[src/rtl/cau_pkg.sv]
package cau_pkg;

	// Field widths of one transaction
	localparam int OP_W  = 3;
	localparam int DW    = 32;
	localparam int PW    = 64;
	// Quotient and root bits, one per iteration stage
	localparam int STEPS = 32;

	typedef enum logic [OP_W-1:0] {
		OP_ADD   = 3'd0,
		OP_SUB   = 3'd1,
		OP_MUL   = 3'd2,
		OP_DIV   = 3'd3,
		OP_MAG   = 3'd4,
		OP_MAGSQ = 3'd5
	} op_t;

	// One restoring divider lane: partial remainder, and low dividend bits
	// that shift out while quotient bits shift in
	typedef struct packed {
		logic [PW-1:0] rem;
		logic [DW-1:0] lq;
		logic          neg;
		logic          povf;
	} lane_t;

	// Digit-by-digit square root state
	typedef struct packed {
		logic [PW-1:0]  v;
		logic [DW+1:0]  rem;
		logic [DW-1:0]  root;
	} root_t;

	// Everything that travels through the iteration stages
	typedef struct packed {
		logic [OP_W-1:0] op;
		logic            dz;
		logic [PW-1:0]   den;
		lane_t           re;
		lane_t           im;
		root_t           sq;
		logic [DW-1:0]   d_re;
		logic [DW-1:0]   d_im;
		logic            d_ovf;
	} iter_t;

endpackage

[src/rtl/cau_back.sv]
module cau_back import cau_pkg::*; (
	input  logic          clk,
	input  logic          arst_n,
	input  logic          in_valid,
	output logic          in_ready,
	input  iter_t         in_data,
	output logic          out_valid,
	input  logic          out_ready,
	output logic [DW-1:0] out_re,
	output logic [DW-1:0] out_im,
	output logic          out_ovf,
	output logic          out_dz
);

	// Apply the sign with rounding toward minus infinity, saturate; {ovf, value}
	function automatic logic [DW:0] div_fix(input lane_t l);
		logic [DW:0] c;
		c = {1'b0, l.lq} + 33'(l.rem != '0);
		if (!l.neg) begin
			if (l.povf || l.lq[DW-1]) return {1'b1, 32'h7fff_ffff};
			return {1'b0, l.lq};
		end
		if (l.povf || (c > 33'h0_8000_0000)) return {1'b1, 32'h8000_0000};
		return {1'b0, 32'(-c)};
	endfunction

	logic [DW:0]   q_re, q_im;
	logic [DW-1:0] re_d, im_d;
	logic          ovf_d, dz_d;

	logic          v_s38;
	logic [DW-1:0] res_re_s38, res_im_s38;
	logic          ovf_s38, dz_s38;

	// Pick the result by opcode
	always_comb begin
		q_re  = div_fix(in_data.re);
		q_im  = div_fix(in_data.im);
		re_d  = '0;
		im_d  = '0;
		ovf_d = 1'b0;
		dz_d  = 1'b0;
		case (in_data.op)
			OP_DIV: begin
				if (in_data.dz) begin
					dz_d = 1'b1;
				end else begin
					re_d  = q_re[DW-1:0];
					im_d  = q_im[DW-1:0];
					ovf_d = q_re[DW] | q_im[DW];
				end
			end
			OP_MAG: begin
				re_d  = in_data.sq.root[DW-1] ? 32'h7fff_ffff : in_data.sq.root;
				ovf_d = in_data.sq.root[DW-1];
			end
			default: begin
				re_d  = in_data.d_re;
				im_d  = in_data.d_im;
				ovf_d = in_data.d_ovf;
			end
		endcase
	end

	assign in_ready = !v_s38 || out_ready;

	always_ff @(posedge clk or negedge arst_n) begin
		if (!arst_n) begin
			v_s38 <= 1'b0;
		end else if (in_ready) begin
			v_s38 <= in_valid;
		end
	end

	// Output register, held while the sink stalls
	always_ff @(posedge clk) begin
		if (in_ready) begin
			res_re_s38 <= re_d;
			res_im_s38 <= im_d;
			ovf_s38    <= ovf_d;
			dz_s38     <= dz_d;
		end
	end

	assign out_valid = v_s38;
	assign out_re    = res_re_s38;
	assign out_im    = res_im_s38;
	assign out_ovf   = ovf_s38;
	assign out_dz    = dz_s38;

endmodule

[config.mk]
export PLATFORM = sky130hd
export DESIGN_NAME = cau_back
export DESIGN_NICKNAME = d
export VERILOG_FILES = /design/src/rtl/cau_pkg.sv /design/src/rtl/cau_back.sv
export SDC_FILE = /design/constraint.sdc
export NUM_CORES = 1
export LEC_CHECK = 0
export ABC_CLOCK_PERIOD_IN_PS = 3200
export BUFFER_PORTS_ARGS = -buffer_cell sky130_fd_sc_hd__buf_2
export CAP_MARGIN = 20
export CORE_AREA = 2 2 207 209
export DETAILED_ROUTE_END_ITERATION = 7
export DIE_AREA = 0 0 209 211
export GPL_TIMING_DRIVEN = 0
export PLACE_DENSITY = 0.53
export SYNTH_ARGS = -nofsm -noshare
export SYNTH_HDL_FRONTEND = slang
export SYNTH_SLANG_ARGS = --single-unit
[constraint.sdc]
create_clock -name clk -period 3.2 [get_ports clk]
set_input_delay 0.48 -clock clk [delete_from_list [all_inputs] [get_ports clk]]
set_output_delay 0.48 -clock clk [all_outputs]
set_load 0.02 [all_outputs]
# After elaboration in Yosys (flattened, before gate mapping)
# Cells that the tools add are included.
# totals
out_inout_bits	68
inputBits	463
register_bits	67
wordCells	50
# op_classes
reduce_logical	8
mux	28
n_lt_le_gt_ge	2
n_addsub	4
n_bitwise	1
n_eq_ne	2
# op_table
cell	n
33-bit 2-to-1 mux	12
32-bit one-hot mux with 2 select lines	2
64-bit nonzero test	2
32-bit by 1-bit adder with 33-bit output	2
33-bit by 32-bit greater-than comparator with 1-bit output (second input constant)	2
32-bit 2-to-1 mux	2
32-bit negator	2
31-bit 2-to-1 mux	1
1-bit 2-to-1 mux	10
1-bit logical OR	5
3-bit by 2-bit equality test with 1-bit output (second input constant)	1
3-bit equality test (second input constant)	1
1-bit one-hot mux with 2 select lines	1
1-bit zero test	1
1-bit OR	1

# Longest topological paths before layout
# Gate-level depths: netlist (run 1).
# depth
depth_word	11
mapped_depth	18
depth_no_buf	17

# Worst setup path after synthesis (run 1)
# OpenSTA, ideal clock, no wires.
# synth_path
path_kind	in2reg
from	input port in_data[327] in the netlist's numbering
to	register res_re_s38[22] (netlist: out_re[22]) (data pin)
path_buffers	0
arrival_time_ps	4558
path_slack_ps	-1493
setup_time_ps	135
required_time_ps	3065
stages	17
cell_sequence	nor4_1 > nand4_1 > or4_1 > ha_1 > ha_1 > inv_1 > ha_1 > or4b_1 > o31ai_1 > o21ai_1 > a31oi_1 > and3_1 > nand2b_1 > o311ai_1 > mux2_2 > or3_1 > nand3_1
# synth_between
elab_chain_len	10
elab_cells_between_ends	12
cone_classes	2 x add/sub; 1 x order compare; 7 x mux; 2 x reduce/logical
# synth_rtl
element	line_no	text
start, declared	cau_back.sv:6	input iter_t in_data,
64-bit nonzero test *	cau_back.sv:18	c = {1'b0, l.lq} + 33'(l.rem != '0);
32-bit by 1-bit adder with 33-bit output *	cau_back.sv:18	
33-bit by 32-bit greater-than comparator with 1-bit output	cau_back.sv:23	if (l.povf || (c > 33'h0_8000_0000)) return {1'b1, 32'h8000_0000};
1-bit logical OR	cau_back.sv:23	
1-bit 2-to-1 mux (2 in series)	cau_back.sv:23	
33-bit 2-to-1 mux *	cau_back.sv:24	return {1'b0, 32'(-c)};
33-bit 2-to-1 mux *	cau_back.sv:23	
32-bit 2-to-1 mux *	cau_back.sv:45	if (in_data.dz) begin
32-bit one-hot mux with 2 select lines *	cau_back.sv:43	case (in_data.op)
net re_d[22]	cau_back.sv:28	logic [DW-1:0] re_d, im_d;
end signal, assigned	cau_back.sv:78	res_re_s38 <= re_d;
end, declared	cau_back.sv:32	logic [DW-1:0] res_re_s38, res_im_s38;
# The timed path passes the listed nets; every way through them passes the cells marked *. The select of a mux whose other input is x is not followed.
# A chain may end at the register's enable or synchronous reset.

# Final worst setup path (run 1)
# layout_path
from	input port in_data[377] in the netlist's numbering
to	register res_re_s38[16] (netlist: out_re[16]) (data pin)
# Same word-level chain as after synthesis.

==> results.md, run 1 <==
Detailed routing:
- Before antenna repair, the detailed router went through 5 iterations.
- The detailed-route vias per instance is a little over 5.
- The detail route stage leaves a number of antenna-violating nets equal to 0.
- For this block, the via count after detailed routing is about 10,000.
- The detailed router finished its first iteration with 659 violations.
- The total wire length after detailed routing is ~45,000 um.
- Dividing the detail-routed wire length by the instance count gives approximately 22 um.
- After detailed routing, the number of remaining DRC violations is 0.

Worst setup path:
- The worst setup path is launched from an input pin.
- The largest stage delay on the critical path is ~550 ps.
- In this run the worst path has a maximum fanout of 10.
- The critical setup path kind is in2reg.
- Data on the critical path is required at its endpoint by approximately 3300 ps.
- For the worst setup path, the data arrival time is approximately 4600 ps.
- The critical path buffer and inverter count is 6.
- The critical path goes through buf_6 -> nor4_4 -> nand4_1 -> or4_4 -> ha_4 -> ha_4 -> inv_2 -> ha_4 -> or4b_4 -> o31ai_4 -> o21ai_4 -> a31oi_4 -> buf_6 -> nand2_4 -> nor4_4 -> a31o_4 -> nand2_4 -> buf_12 -> buf_4 -> buf_6 -> o211ai_1.
- The cell family contributing the most delay on the critical path is simple AND/OR/NAND/NOR gates.
- The cell with the biggest individual delay on the critical path is sky130_fd_sc_hd__or4_4.
- The worst setup path is captured at a flip-flop.

Pwr:
- For this design the static power due to leakage is just over 5 nW.
- The worst voltage drop across the vdd grid is approximately 0.26 mV.
- Dividing total power by cell area gives a power density of 277 mW/mm2.
- The design draws approximately 0.0035 W.

Timing:
- The minimum clock period after layout is roughly 4500 ps.
- The setup slack of the critical path after layout is -1250 ps.
- The final setup violation count is 65.
- The setup clock skew after layout is between 5 and 6 ps.
- The worst hold margin is approximately 340 ps.
- The number of endpoints with negative hold slack in the final report came to 0.
- The post-route clock period utilization is 139%.
- The slew at the pin closest to its max-slew limit is between 1000 and 1500 ps.
- The final count of pins violating max slew was 0.
- Setup repair after global routing could not meet its margin everywhere.
- Measured against its own limit, the worst slew margin works out to between 30% and 40%.
- The maximum clock frequency is roughly 220 MHz.

Die:
- The die covers about 0.044 mm2.
- Pin placement for this block handled approximately 530 I/O pins.
- The core region is ~0.042 mm2.
- The initialized floorplan defines between 70 and 80 standard-cell rows.
- The initial standard-cell utilization of the core is roughly a fifth.
- The overall die height is 211 um.
- The die width is between 200 and 250 um.

Run status:
- The flow ran to the end, but the final reports show violations.
- The final reports fail on negative setup slack.

GRT:
- The total global routing overflow is 0.
- The number of antenna violations at the first check in global routing is 5.
- Entering global routing, the biggest net connects 45 pins.
- The via count of the first global-routing pass is approximately 10,000.
- The first-pass GRT wire length is 64,700 um.
- In the global route stage, overall resource usage came out at between 10% and 20%.

Synth:
- The fraction of the mapped netlist area in compound gates is around a quarter.
- After synthesis, the cell types taking the most area are sky130_fd_sc_hd__edfxtp_1, sky130_fd_sc_hd__nand2_1, sky130_fd_sc_hd__o21ai_0, sky130_fd_sc_hd__xnor2_1, sky130_fd_sc_hd__nor2_1.
- The fraction of synthesized cell area in xor and xnor cells is under 10%.
- The synthesized design devotes to its leading area cell type approximately a quarter of total area.
- Of all flip-flops after synthesis, the portion carrying an async set or reset was between 1 and 1.5%.
- The cell area that synthesis handed to floorplanning was between 0.007 and 0.008 mm2.
- Sequential cells were found to cover approximately 26% of the synthesized design area.
- After Yosys synthesis, full adders, half adders and majority gates account for less than 1% of the synthesized area.
- Yosys mapped a number of flops with a built-in enable equal to 66.
- The proportion of synthesized area in mux cells is 2.03%.
- The number of cells produced by synthesis is 1,034.
- The number of different library cells used by synthesis comes to between 90 and 100.
- In this run, synthesis produced a sequential element count of between 60 and 70.
- For this run, the leading register cell type out of synthesis is sky130_fd_sc_hd__edfxtp_1.
- The post-synthesis net count is about 1,500.
- The Yosys step of the flow raised 0 warnings.
- The cell taking the most area after synthesis is sky130_fd_sc_hd__edfxtp_1.
- The simple-gate area share of the yosys netlist is approximately a third.
- The average cell area after synthesis is roughly 7.6 um2.
- The combinational family with the most area after synthesis is simple AND/OR/NAND/NOR gates.

Hold path:
- The worst min-delay path class is in2reg.

Clock tree:
- The H-tree generated during clock tree synthesis spans 3 levels.
- The number of buffers created by CTS is 9.
- The cell chosen for the clock root is sky130_fd_sc_hd__clkbuf_16.
- The clock drives 67 sinks.
- The clock network latency to the later pin of the worst-skew pair is roughly 360 ps.
- The TritonCTS clock tree is yes.
- Counting along the longest clock path gives a buffer depth of 2.
- The clock-pin slew of the registers on the worst-case setup and hold paths is roughly 70 ps.

Cells and area:
- Of the cells placed in the final design, the portion with a size suffix greater than 1 is roughly 44%.
- The finished layout holds ~2,000 standard cells, fillers aside.
- The area growth from synthesis to final layout is 62.4%.
- The number of nets in the layout is 1,925.

Place:
- After legalization and detailed placement, the total HPWL measured around 36,000 um.
- The number of instances in the placed design is 1,920.
- The number of buffers added on ports is 343.
- The final estimated routing congestion in global placement is around 0.9.

Flow run:
- The max-capacitance violation count is 0.
per-stage QoR:
stage                     setup TNS (ps)  instance area (um2)  util, %  setup WS, ps
final                             -62580                12700     30.4         -1250
after global routing              -72880                12700     30.4         -1370
after CTS                         -60250                12000     28.7         -1310
after detailed placement         -108570                10600     25.4         -2090
after global placement           -138480                10600     25.3         -2150
after floorplan                   -52410                 8160        -         -1090
metal layers:
metal / wire length, um / part of all wire, % / track usage, % / up-vias
met5: 13 / 0.029 / 0 / -
met4: 597 / 1.3 / 3.28 / 2
met3: 3280 / 7.3 / 3.94 / 42
met2: 21000 / 47 / 33.5 / 512
met1: 20000 / 45 / 26.4 / 4924
li1: - / - / - / 4802
final cells by class:
type,count,area [um2]
timing repair buffer,411,2470
antenna,2,5.00
buffer,75,452
inverter,23,86.3
clock buffer,9,225
clock inverter,7,100
sequential,67,2010
tap,539,674
multi-input combinational,869,6660
fill,4499,29100
Yosys cell counts, types with 5 or more instances:
cell type and number:
sky130_fd_sc_hd__nand2b_1 11, sky130_fd_sc_hd__o31ai_1 17, sky130_fd_sc_hd__o21a_1 5, sky130_fd_sc_hd__nor2_1 81, sky130_fd_sc_hd__a31oi_1 10, sky130_fd_sc_hd__o211ai_1 27
sky130_fd_sc_hd__a211oi_1 6, sky130_fd_sc_hd__clkbuf_1 40, sky130_fd_sc_hd__nor2b_1 5, sky130_fd_sc_hd__edfxtp_1 66, sky130_fd_sc_hd__o22ai_1 34, sky130_fd_sc_hd__o32ai_1 5
sky130_fd_sc_hd__o21bai_1 5, sky130_fd_sc_hd__xor2_1 20, sky130_fd_sc_hd__and4_1 9, sky130_fd_sc_hd__nand4_1 35, sky130_fd_sc_hd__a21o_1 7, sky130_fd_sc_hd__a21boi_0 5
sky130_fd_sc_hd__and2_1 10, sky130_fd_sc_hd__o21ai_0 74, sky130_fd_sc_hd__nor4_1 46, sky130_fd_sc_hd__inv_1 22, sky130_fd_sc_hd__nand2_1 135, sky130_fd_sc_hd__o2111ai_1 5
sky130_fd_sc_hd__and3_1 17, sky130_fd_sc_hd__nor3_1 32, sky130_fd_sc_hd__a21oi_1 52, sky130_fd_sc_hd__ha_1 6, sky130_fd_sc_hd__buf_2 20, sky130_fd_sc_hd__or3_1 11
sky130_fd_sc_hd__buf_4 7, sky130_fd_sc_hd__or4_1 5, sky130_fd_sc_hd__mux2i_1 11, sky130_fd_sc_hd__xnor2_1 37, sky130_fd_sc_hd__nand3_1 54
repair_timing:
item | CTS | global route
gates resized for setup | 130 | 89
gates cloned | 2 | 0
setup buffers | 33 | 29
endpoints found under the hold margin | 1 | 0
endpoints found under the setup margin | 65 | 65
hold buffers | 1 | 0
pin swaps | 42 | 58
placed cells by master, fill, tap and decap left out, types with 6 or more instances in the layout:
cell / instances
sky130_fd_sc_hd__buf_2: 338
sky130_fd_sc_hd__nand2_1: 131
sky130_fd_sc_hd__nor2_1: 79
sky130_fd_sc_hd__edfxtp_1: 66
sky130_fd_sc_hd__buf_4: 56
sky130_fd_sc_hd__o21ai_0: 50
sky130_fd_sc_hd__a21oi_1: 49
sky130_fd_sc_hd__nand3_1: 48
sky130_fd_sc_hd__clkbuf_1: 40
sky130_fd_sc_hd__buf_6: 36
sky130_fd_sc_hd__nand4_1: 35
sky130_fd_sc_hd__o22ai_1: 31
sky130_fd_sc_hd__xnor2_1: 30
sky130_fd_sc_hd__nor3_1: 28
sky130_fd_sc_hd__o211ai_1: 27
sky130_fd_sc_hd__inv_1: 20
sky130_fd_sc_hd__nor4_2: 20
sky130_fd_sc_hd__nor4_4: 19
sky130_fd_sc_hd__xor2_1: 19
sky130_fd_sc_hd__o21ai_2: 19
sky130_fd_sc_hd__and3_1: 15
sky130_fd_sc_hd__nor4_1: 13
sky130_fd_sc_hd__o31ai_4: 12
sky130_fd_sc_hd__and2_1: 10
sky130_fd_sc_hd__mux2i_1: 10
sky130_fd_sc_hd__clkbuf_16: 10
sky130_fd_sc_hd__and4_1: 9
sky130_fd_sc_hd__nand2b_1: 9
sky130_fd_sc_hd__a31oi_1: 8
sky130_fd_sc_hd__a21o_1: 7
sky130_fd_sc_hd__xnor2_2: 7
sky130_fd_sc_hd__or3_1: 7
sky130_fd_sc_hd__buf_12: 6
registers in the layout (all words and copies together) (netlist names):
signal     cells
out_valid      1
out_dz         1
out_re        32
out_ovf        1
out_im        32
worst paths after layout:
check                        startpoint         end  slack [ps]  cells after the start
max                        in_data[377]  out_re[16]       -1250                     21
min                            in_valid   out_valid         340                      2
max reg2reg                   out_valid  out_re[21]        1770                      2
min reg2reg                   out_valid   out_valid         830                      2
max in group asynchronous        arst_n   out_valid        2680                      2
min in group asynchronous        arst_n   out_valid         440                      2
where the power goes:
| group | internal (W) | total [W] | switching [W] |
|---|---|---|---|
| registers | 0.00107 | 0.00110 | 0.0000280 |
| logic | 0.000464 | 0.00125 | 0.000781 |
| clock network | 0.000691 | 0.00116 | 0.000472 |
| total | 0.00223 | 0.00351 | 0.00128 |
cells by family after synthesis:
logic type      Yosys count
fa+ha+maj                 6
simple gates            503
flops                    67
mux                      15
xor+xnor                 57
compound gates          288
buf+inv                  98
(Power assumes the default switching activity.)
==> run 2, diff against run 1 <==
--- a/config.mk
+++ b/config.mk
@@ -8,11 +8,12 @@
 export ABC_CLOCK_PERIOD_IN_PS = 3200
 export BUFFER_PORTS_ARGS = -buffer_cell sky130_fd_sc_hd__buf_2
 export CAP_MARGIN = 20
-export CORE_AREA = 2 2 207 209
+export CORE_AREA = 2 2 205 207
+export CTS_BUF_LIST = sky130_fd_sc_hd__clkbuf_4 sky130_fd_sc_hd__clkbuf_8
 export DETAILED_ROUTE_END_ITERATION = 7
-export DIE_AREA = 0 0 209 211
+export DIE_AREA = 0 0 207 209
 export GPL_TIMING_DRIVEN = 0
-export PLACE_DENSITY = 0.53
+export PLACE_DENSITY = 0.54
 export SYNTH_ARGS = -nofsm -noshare
 export SYNTH_HDL_FRONTEND = slang
 export SYNTH_SLANG_ARGS = --single-unit
==> results.md, run 2 (synthesized netlist as in run 1, its figures left out) <==
Run status:
- The flow ran to the end, but the final reports show violations.
- The checks that failed: negative setup slack.

Timing:
- The number of endpoints with negative hold slack in the final report is 0.
- Setup total negative slack on the finished layout was measured at -55,280 ps.
- The setup clock skew after layout is 13.5 ps.
- Setup slack on the critical path of the routed design comes to -1190 ps.
- Setup repair after global routing could not meet its margin everywhere.
- The final count of pins violating max slew is 0.
- The maximum clock frequency is approximately 230 MHz.
- At the pin with the least slew margin, the transition time is 1260 ps.
- The final setup violation count is 65.
- The post-route clock period utilization is 137%.
- The minimum clock period after layout is between 4000 and 5000 ps.
- The tightest slew margin relative to the limit is between 10% and 20%.

Worst setup path:
- The critical path data arrival time is between 4000 and 5000 ps.
- The flop-to-flop setup slack is between 1500 and 2000 ps.
- The critical path is of the in2reg type.
- In this run the worst path has a maximum fanout of 2.
- The sort of element at the start of the critical path is an input pin.
- The logic depth of the worst register-to-register path is 2.
- STA classifies the critical path endpoint as a flip-flop.
- At the worst endpoint, the required time is between 3000 and 4000 ps.
- The worst flop-to-flop path startpoint is out_valid.
- The endpoint of the most critical register-to-register path is out_im[4].

Place:
- The number of buffers added on ports is between 300 and 400.
- The congestion estimate from routability-driven global placement came to just over 0.9.
- The placed instances occupy a cell area of roughly 0.011 mm2.
- The wire-length estimate of the detail-placed layout is roughly 36,000 um.

Detailed routing:
- The count of nets left with antenna violations once routing finished came out at 0.
- In the routed design, unresolved DRC markers number 0.
- The detailed-route vias per instance is around 5.2.
- The count of routing violations after the opening detailed-route iteration is roughly 620.
- After detailed routing, the total wire length is approximately 46,000 um.
- The average routed wire per standard cell is 22.7 um.
- The detailed router placed 10,600 vias in this run.
- The number of iterations in the first detailed-routing pass is 5.

Flow run:
- Across the run, the number of max-cap violations was 0.

Clock tree:
- For the worst-skew pair, the clock arrives at the later sink with an insertion delay of around 400 ps.
- The cell chosen for the clock root is sky130_fd_sc_hd__clkbuf_8.
- The buffer depth of the longest clock path is 2.
- The clock-pin slew of the registers on the worst-case setup and hold paths is approximately 80 ps.
- The clock tree synthesis step divided the H-tree into 3 levels.
- Buffers inserted during clock tree synthesis total 9.
- TritonCTS built the clock tree.
- Clock tree synthesis found a total of 67 sinks.

Cells and area:
- The area growth from synthesis to final layout is 68.3%.
- The number of nets in the layout is 1,961.
- In the layout the commonest cells are sky130_fd_sc_hd__buf_2, sky130_fd_sc_hd__nand2_1, sky130_fd_sc_hd__buf_4, sky130_fd_sc_hd__nor2_1, sky130_fd_sc_hd__edfxtp_1.
- After routing the design area is around 0.013 mm2.
- After filler insertion, the fill cell instance count of the layout stands at between 4,000 and 5,000.
- The library cell used most frequently in the layout, excluding fill and tap cells, is sky130_fd_sc_hd__buf_2.
- The fraction of final layout cells sized beyond drive strength 1 is 48.0%.

Die:
- The floorplan step set the die width to 207 um.
- The die area is ~0.043 mm2.
- The I/O pin count is roughly 530.
- The total area inside the core boundary comes to between 0.04 and 0.05 mm2.
- The initial utilization of the core area, before any placement, comes to a little under a fifth.
- The overall die height is roughly 210 um.
- The initialized floorplan defines 75 standard-cell rows.

Pwr:
- The areal power density over the cells is 240 mW/mm2.
- Of the total power, the clock network draws between 20% and 30%.
- Combinational logic burns between 40% and 50% of the power.
- The leakage power figure is 5.24 nW.
- Sequential cells burn 34.8% of the power.
- The internal power is a little under 0.002 W.
- The share of total power consumed by net switching is about 39%.
- The worst voltage drop across the vdd grid is 0.244 mV.
- In this run the power spent charging and discharging nets is approximately 0.0012 W.

Hold path:
- For hold timing, the worst endpoint is out_valid.
- The cell depth of the worst min-delay path is 2.
- The worst min-delay path class is in2reg.
- The startpoint identified for the worst hold timing path is in_valid.

GRT:
- The number of antenna violations at the first check in global routing is 4.
- The first global-routing pass estimated 65,700 um of wire.
- The via count of the first global-routing pass is 10,200.
- Entering global routing, the biggest net connects 40 pins.
- In the global route stage, overall resource usage came out at between 20 and 25%.
- Global routing finished with a remaining overflow of 0.
==> run 2: changes by cell type in the layout (fill, tap and decap cells not counted), moves of 5 or more <==
cell / previous run / this run
sky130_fd_sc_hd__a21oi_1: 49 / 44
sky130_fd_sc_hd__a21oi_2: 3 / 8
sky130_fd_sc_hd__buf_2: 338 / 346
sky130_fd_sc_hd__buf_4: 56 / 74
sky130_fd_sc_hd__buf_6: 36 / 41
sky130_fd_sc_hd__clkbuf_16: 10 / 2
sky130_fd_sc_hd__clkbuf_8: 0 / 9
sky130_fd_sc_hd__nand3_1: 48 / 41
sky130_fd_sc_hd__nand3_2: 3 / 9
sky130_fd_sc_hd__nor2_1: 79 / 74
sky130_fd_sc_hd__o21ai_1: 4 / 9
==> run 2: worst max path at each step <==
| stage | start | end | slack [ps] |
|---|---|---|---|
| finish | in_data[341] | out_re[22] | -1190 |
| global route | in_data[341] | out_re[22] | -1270 |
| CTS | in_data[341] | out_re[16] | -1190 |
| detailed placement | in_data[342] | out_re[16] | -2050 |
| global placement | in_data[342] | out_re[16] | -2060 |
| floorplan | in_data[380] | out_re[22] | -1090 |
==> run 2: stage by stage <==
step	power (W)	std cells	utilization, %	worst slack [ps]	hold WS (ps)
finish	0.00315	2040	31.8	-1190	283
global route	0.00331	2036	31.8	-1270	266
CTS	0.00311	1998	29.5	-1190	232
detailed placement	0.00221	1920	25.7	-2050	258
global placement	0.00220	1916	25.6	-2060	256
floorplan	0.00167	1034	-	-1090	184
==> run 2: timing repair <==
action,CTS,global route
hold buffers,1,0
resized for setup,157,119
pin swaps,61,59
endpoints found under the setup margin,65,65
gates cloned,3,0
buffers inserted,58,37
endpoints found under the hold margin,1,0
==> run 2: worst max-delay path, cell delays in order <==
cell,delay (ps)
sky130_fd_sc_hd__buf_6,100
sky130_fd_sc_hd__nor4_4,270
sky130_fd_sc_hd__nand4_1,240
sky130_fd_sc_hd__or4_4,490
sky130_fd_sc_hd__ha_4,190
sky130_fd_sc_hd__ha_4,240
sky130_fd_sc_hd__inv_2,60
sky130_fd_sc_hd__ha_4,120
sky130_fd_sc_hd__or4b_4,470
sky130_fd_sc_hd__o31ai_4,100
sky130_fd_sc_hd__o21ai_4,110
sky130_fd_sc_hd__a31oi_4,220
sky130_fd_sc_hd__buf_6,130
sky130_fd_sc_hd__and3_4,210
sky130_fd_sc_hd__nand2b_4,80
sky130_fd_sc_hd__o311ai_4,340
sky130_fd_sc_hd__mux2_4,340
sky130_fd_sc_hd__or3_4,400
sky130_fd_sc_hd__nand3_2,80
==> run 2: power by group through the flow <==
| stage | clock (W) | sequential (W) | combinational (W) |
|---|---|---|---|
| final | 0.000770 | 0.00110 | 0.00128 |
| after global routing | 0.000836 | 0.00111 | 0.00137 |
| after CTS | 0.000813 | 0.00110 | 0.00120 |
| after detailed placement | 0 | 0.00112 | 0.00109 |
| after global placement | 0 | 0.00112 | 0.00108 |
| after floorplan | 0 | 0.00123 | 0.000439 |
==> run 2: layout make-up <==
cell class              instances  area [um2]  area share, %
multi-input cells             869        6920           52.6
repair buffers                447        2790           21.2
flip-flops and latches         67        2010           15.3
well taps                     539         674           5.13
plain buffers                  75         462           3.51
clock buffers                  11         139           1.06
inverters                      23        86.3          0.657
clock inverters                 5        53.8          0.409
diodes                          4        10.0         0.0762
==> run 2: routing by layer <==
metal | up-vias | share of wire (%) | track usage (%)
met5 | - | 0.097 | 0
met4 | 6 | 2.0 | 4.24
met3 | 55 | 8.3 | 4.82
met2 | 586 | 47 | 34.3
met1 | 5059 | 43 | 26.7
li1 | 4881 | - | -
==> run 3, diff against run 2 <==
--- a/config.mk
+++ b/config.mk
@@ -12,7 +12,6 @@
 export CTS_BUF_LIST = sky130_fd_sc_hd__clkbuf_4 sky130_fd_sc_hd__clkbuf_8
 export DETAILED_ROUTE_END_ITERATION = 7
 export DIE_AREA = 0 0 207 209
-export GPL_TIMING_DRIVEN = 0
 export PLACE_DENSITY = 0.54
 export SYNTH_ARGS = -nofsm -noshare
 export SYNTH_HDL_FRONTEND = slang
==> results.md, run 3 (synthesized netlist as in run 1, its figures left out) <==
Place:
- Port buffering added ~370 buffers.
- The worst slack at placement is -1540 ps.
- The number of instances in the placed design is 2,169.
- The final estimated routing congestion in global placement is between 0.8 and 0.9.
- Detailed placement finished with a half-perimeter wire length of 35,300 um.

Detailed routing:
- For this block, the routed nets add up to 44,900 um of wire.
- The number of nets with antenna violations after detailed routing is 0.
- The count of routing violations after the opening detailed-route iteration is just under 600.
- After detailed routing, the number of remaining DRC violations is 0.
- The number of iterations in the first detailed-routing pass is 5.
- Across all layers, the routed design uses ~11,000 vias.
- The average routed wire per standard cell is 20.2 um.
- The detailed-route vias per instance is ~5.0.

Cells and area:
- In the layout the commonest cells are sky130_fd_sc_hd__buf_2, sky130_fd_sc_hd__buf_4, sky130_fd_sc_hd__nand2_1.
- The number of nets in the layout is about 2,100.
- Counting the fill cells in the layout gives between 4,000 and 5,000.
- The library cell used most frequently in the layout, excluding fill and tap cells, is sky130_fd_sc_hd__buf_2.
- For this run, the number of standard cells in the final layout without fillers is around 2,200.
- Compared with the post-synthesis result, the final layout area differs by 86.4%.
- Measured on the finished design, the core utilization comes to 35.3%.
- Of the cells placed in the final design, the portion with a size suffix greater than 1 is 55.0%.

Worst setup path:
- By instance count, the cell type seen most on the critical path is sky130_fd_sc_hd__ha_4.
- The critical path data arrival time is ~4400 ps.
- For this run, the slowest stage of the critical path takes about 560 ps.
- Traced cell by cell, the critical path runs through buf_6 -> nor4_4 -> nand4_1 -> or4_4 -> ha_4 -> ha_4 -> inv_2 -> ha_4 -> or4b_4 -> o31ai_4 -> o21ai_2 -> a31oi_4 -> and3_4 -> nand2b_4 -> o311ai_4 -> mux2_4 -> or3_4 -> nand3_2.
- The worst flop-to-flop path startpoint is out_valid.
- The critical setup path kind is in2reg.
- The setup check on the worst reg-to-reg path leaves a slack of 1620 ps.
- The top fanout value on the critical path is 3.
- For this design, the slowest cell found on the critical path is sky130_fd_sc_hd__or4_4.
- The endpoint identified for the worst register-to-register timing path is out_im[4].
- Counting cells, the worst reg-to-reg path comes to 2.
- The sort of element at the start of the critical path is an input pin.
- Data on the critical path is required at its endpoint by about 3500 ps.
- STA classifies the critical path endpoint as a flip-flop.

Die:
- The I/O pin count is about 530.
- The floorplan core area is 0.0413 mm2.
- Row generation in the floorplan step produced 75 rows.
- The overall die height is around 210 um.
- The die area is approximately 0.043 mm2.
- The die width is roughly 210 um.
- The initial standard-cell utilization of the core is 18.9%.

Run status:
- The flow ran to the end, but the final reports show violations.
- The final reports fail on negative setup slack.

Timing:
- Setup repair after global routing could not meet its margin everywhere.
- Across all setup checks in the final design, the least slack found is -913 ps.
- The worst path uses 129% of the clock period.
- The setup clock skew after layout is 16.5 ps.
- In the final timing run, aggregate negative setup slack is -49,700 ps.
- The maximum clock frequency is around 240 MHz.
- The tightest hold path in the finished design has a slack of approximately 260 ps.
- Setup violations remaining at the end of the flow were counted as 65.
- The number of endpoints with negative hold slack in the final report is 0.
- The slew at the pin closest to its max-slew limit is 707 ps.
- The minimum clock period after layout is around 4100 ps.
- The tightest slew margin relative to the limit is roughly 53%.
- The final count of pins violating max slew is 0.

Hold path:
- Along the worst hold path, the cell count comes to 2.
- In this run the worst hold path is classified as in2reg.
- The startpoint of the tightest hold check path is in_valid.
- The capture endpoint of the worst hold path is out_valid.

Pwr:
- The leakage power figure is around 6.2 nW.
- For this design the ratio of total power to cell area is 221 mW/mm2.
- Across the VDD grid, the largest voltage drop is roughly 0.16 mV.

GRT:
- After global routing the overflow that remains totals 0.
- The via count of the first global-routing pass is about 11,000.
- The maximum number of pins on one net before global-route repair is 48.
- The overall fraction of global-route tracks in use is ~20%.
- The first global-routing pass estimated 66,100 um of wire.
- The number of antenna violations at the first check in global routing came to 6.

Clock tree:
- The clock-pin slew of the registers on the worst-case setup and hold paths is 100 ps.
- The clock reaches the later pin of the worst-skew pair after ~410 ps.
- Clock tree synthesis selected as its root buffer the cell sky130_fd_sc_hd__clkbuf_8.
- The clock passes through at most 2 buffers.
- The count of H-tree levels built during CTS is 3.
- TritonCTS created 9 clock buffers.
- TritonCTS built the clock tree.
- The clock net in this run drives a total of 67 sinks.

Flow run:
- Across the run, the number of max-cap violations was 0.
run 3: cell count changes in the layout (fill, tap and decap cells not counted), moves of 5 or more:
cell | previous run | this run
sky130_fd_sc_hd__buf_6 | 41 | 61
sky130_fd_sc_hd__clkbuf_1 | 40 | 0
sky130_fd_sc_hd__nand3_2 | 9 | 4
sky130_fd_sc_hd__o22ai_2 | 6 | 1
sky130_fd_sc_hd__buf_2 | 346 | 337
sky130_fd_sc_hd__nand3_1 | 41 | 46
sky130_fd_sc_hd__o22ai_1 | 28 | 33
sky130_fd_sc_hd__buf_4 | 74 | 294
run 3: what timing repair did:
action / 4_1_cts / 5_1_grt
buffers inserted: 26 / 13
endpoints found under the setup margin: 65 / 65
pin swaps: 69 / 69
cloned: 4 / 1
hold endpoints to repair: 1 / 0
hold buffers: 1 / 0
gates resized for setup: 173 / 101
run 3: where the power goes:
| group | leakage (nW) | internal, W | total (W) | switching [W] |
|---|---|---|---|---|
| clock | 0.0767 | 0.000277 | 0.000714 | 0.000437 |
| combinational | 5.45 | 0.000605 | 0.00140 | 0.000795 |
| sequential | 0.688 | 0.00107 | 0.00110 | 0.0000307 |
| total | 6.21 | 0.00195 | 0.00322 | 0.00126 |
run 3: area by class of cell:
cell class                 instances  area [um2]  area share, %
multi-input combinational        872        6820           46.9
timing repair buffer             704        4790           32.9
sequential                        67        2010           13.8
tap                              539         674           4.63
clock buffer                       9         124          0.851
inverter                          23        86.3          0.593
clock inverter                     7        43.8          0.301
antenna                            4        10.0         0.0688
run 3: how the worst max path moves through the flow:
stage,endpoint,depth (start not counted),startpoint,slack [ps]
finish,out_re[22],18,in_data[338],-910
global route,out_re[30],19,in_data[330],-990
detailed placement,out_re[22],18,in_data[355],-1540
floorplan,out_re[22],17,in_data[380],-1090
global placement,out_re[17],19,in_data[339],-1550
CTS,out_re[26],19,in_data[386],-850
run 3: routing by layer:
| metal | up-vias | track usage (%) | wire [um] |
|---|---|---|---|
| met1 | 5255 | 24.4 | 19000 |
| met4 | 6 | 9.43 | 1930 |
| met2 | 469 | 33.0 | 20600 |
| met5 | - | 0 | 34 |
| met3 | 82 | 5.41 | 3420 |
| li1 | 5238 | - | - |
run 3: per-stage QoR:
| step | area, um2 | total power [W] |
|---|---|---|
| 2_1_floorplan | 8160 | 0.00167 |
| 3_3_place_gp | 12600 | 0.00235 |
| 3_5_place_dp | 12600 | 0.00236 |
| 4_1_cts | 13900 | 0.00321 |
| 5_1_grt | 14600 | 0.00340 |
| 6_report | 14600 | 0.00322 |
run 3: worst max-delay path, delay by kind of cell:
family | cells | cell delay, ps
and+or+nand+nor | 8 | 2230
adders and majority gates | 3 | 520
muxes | 1 | 320
buffers and inverters | 2 | 160
AOI/OAI and AO/OA | 4 | 680
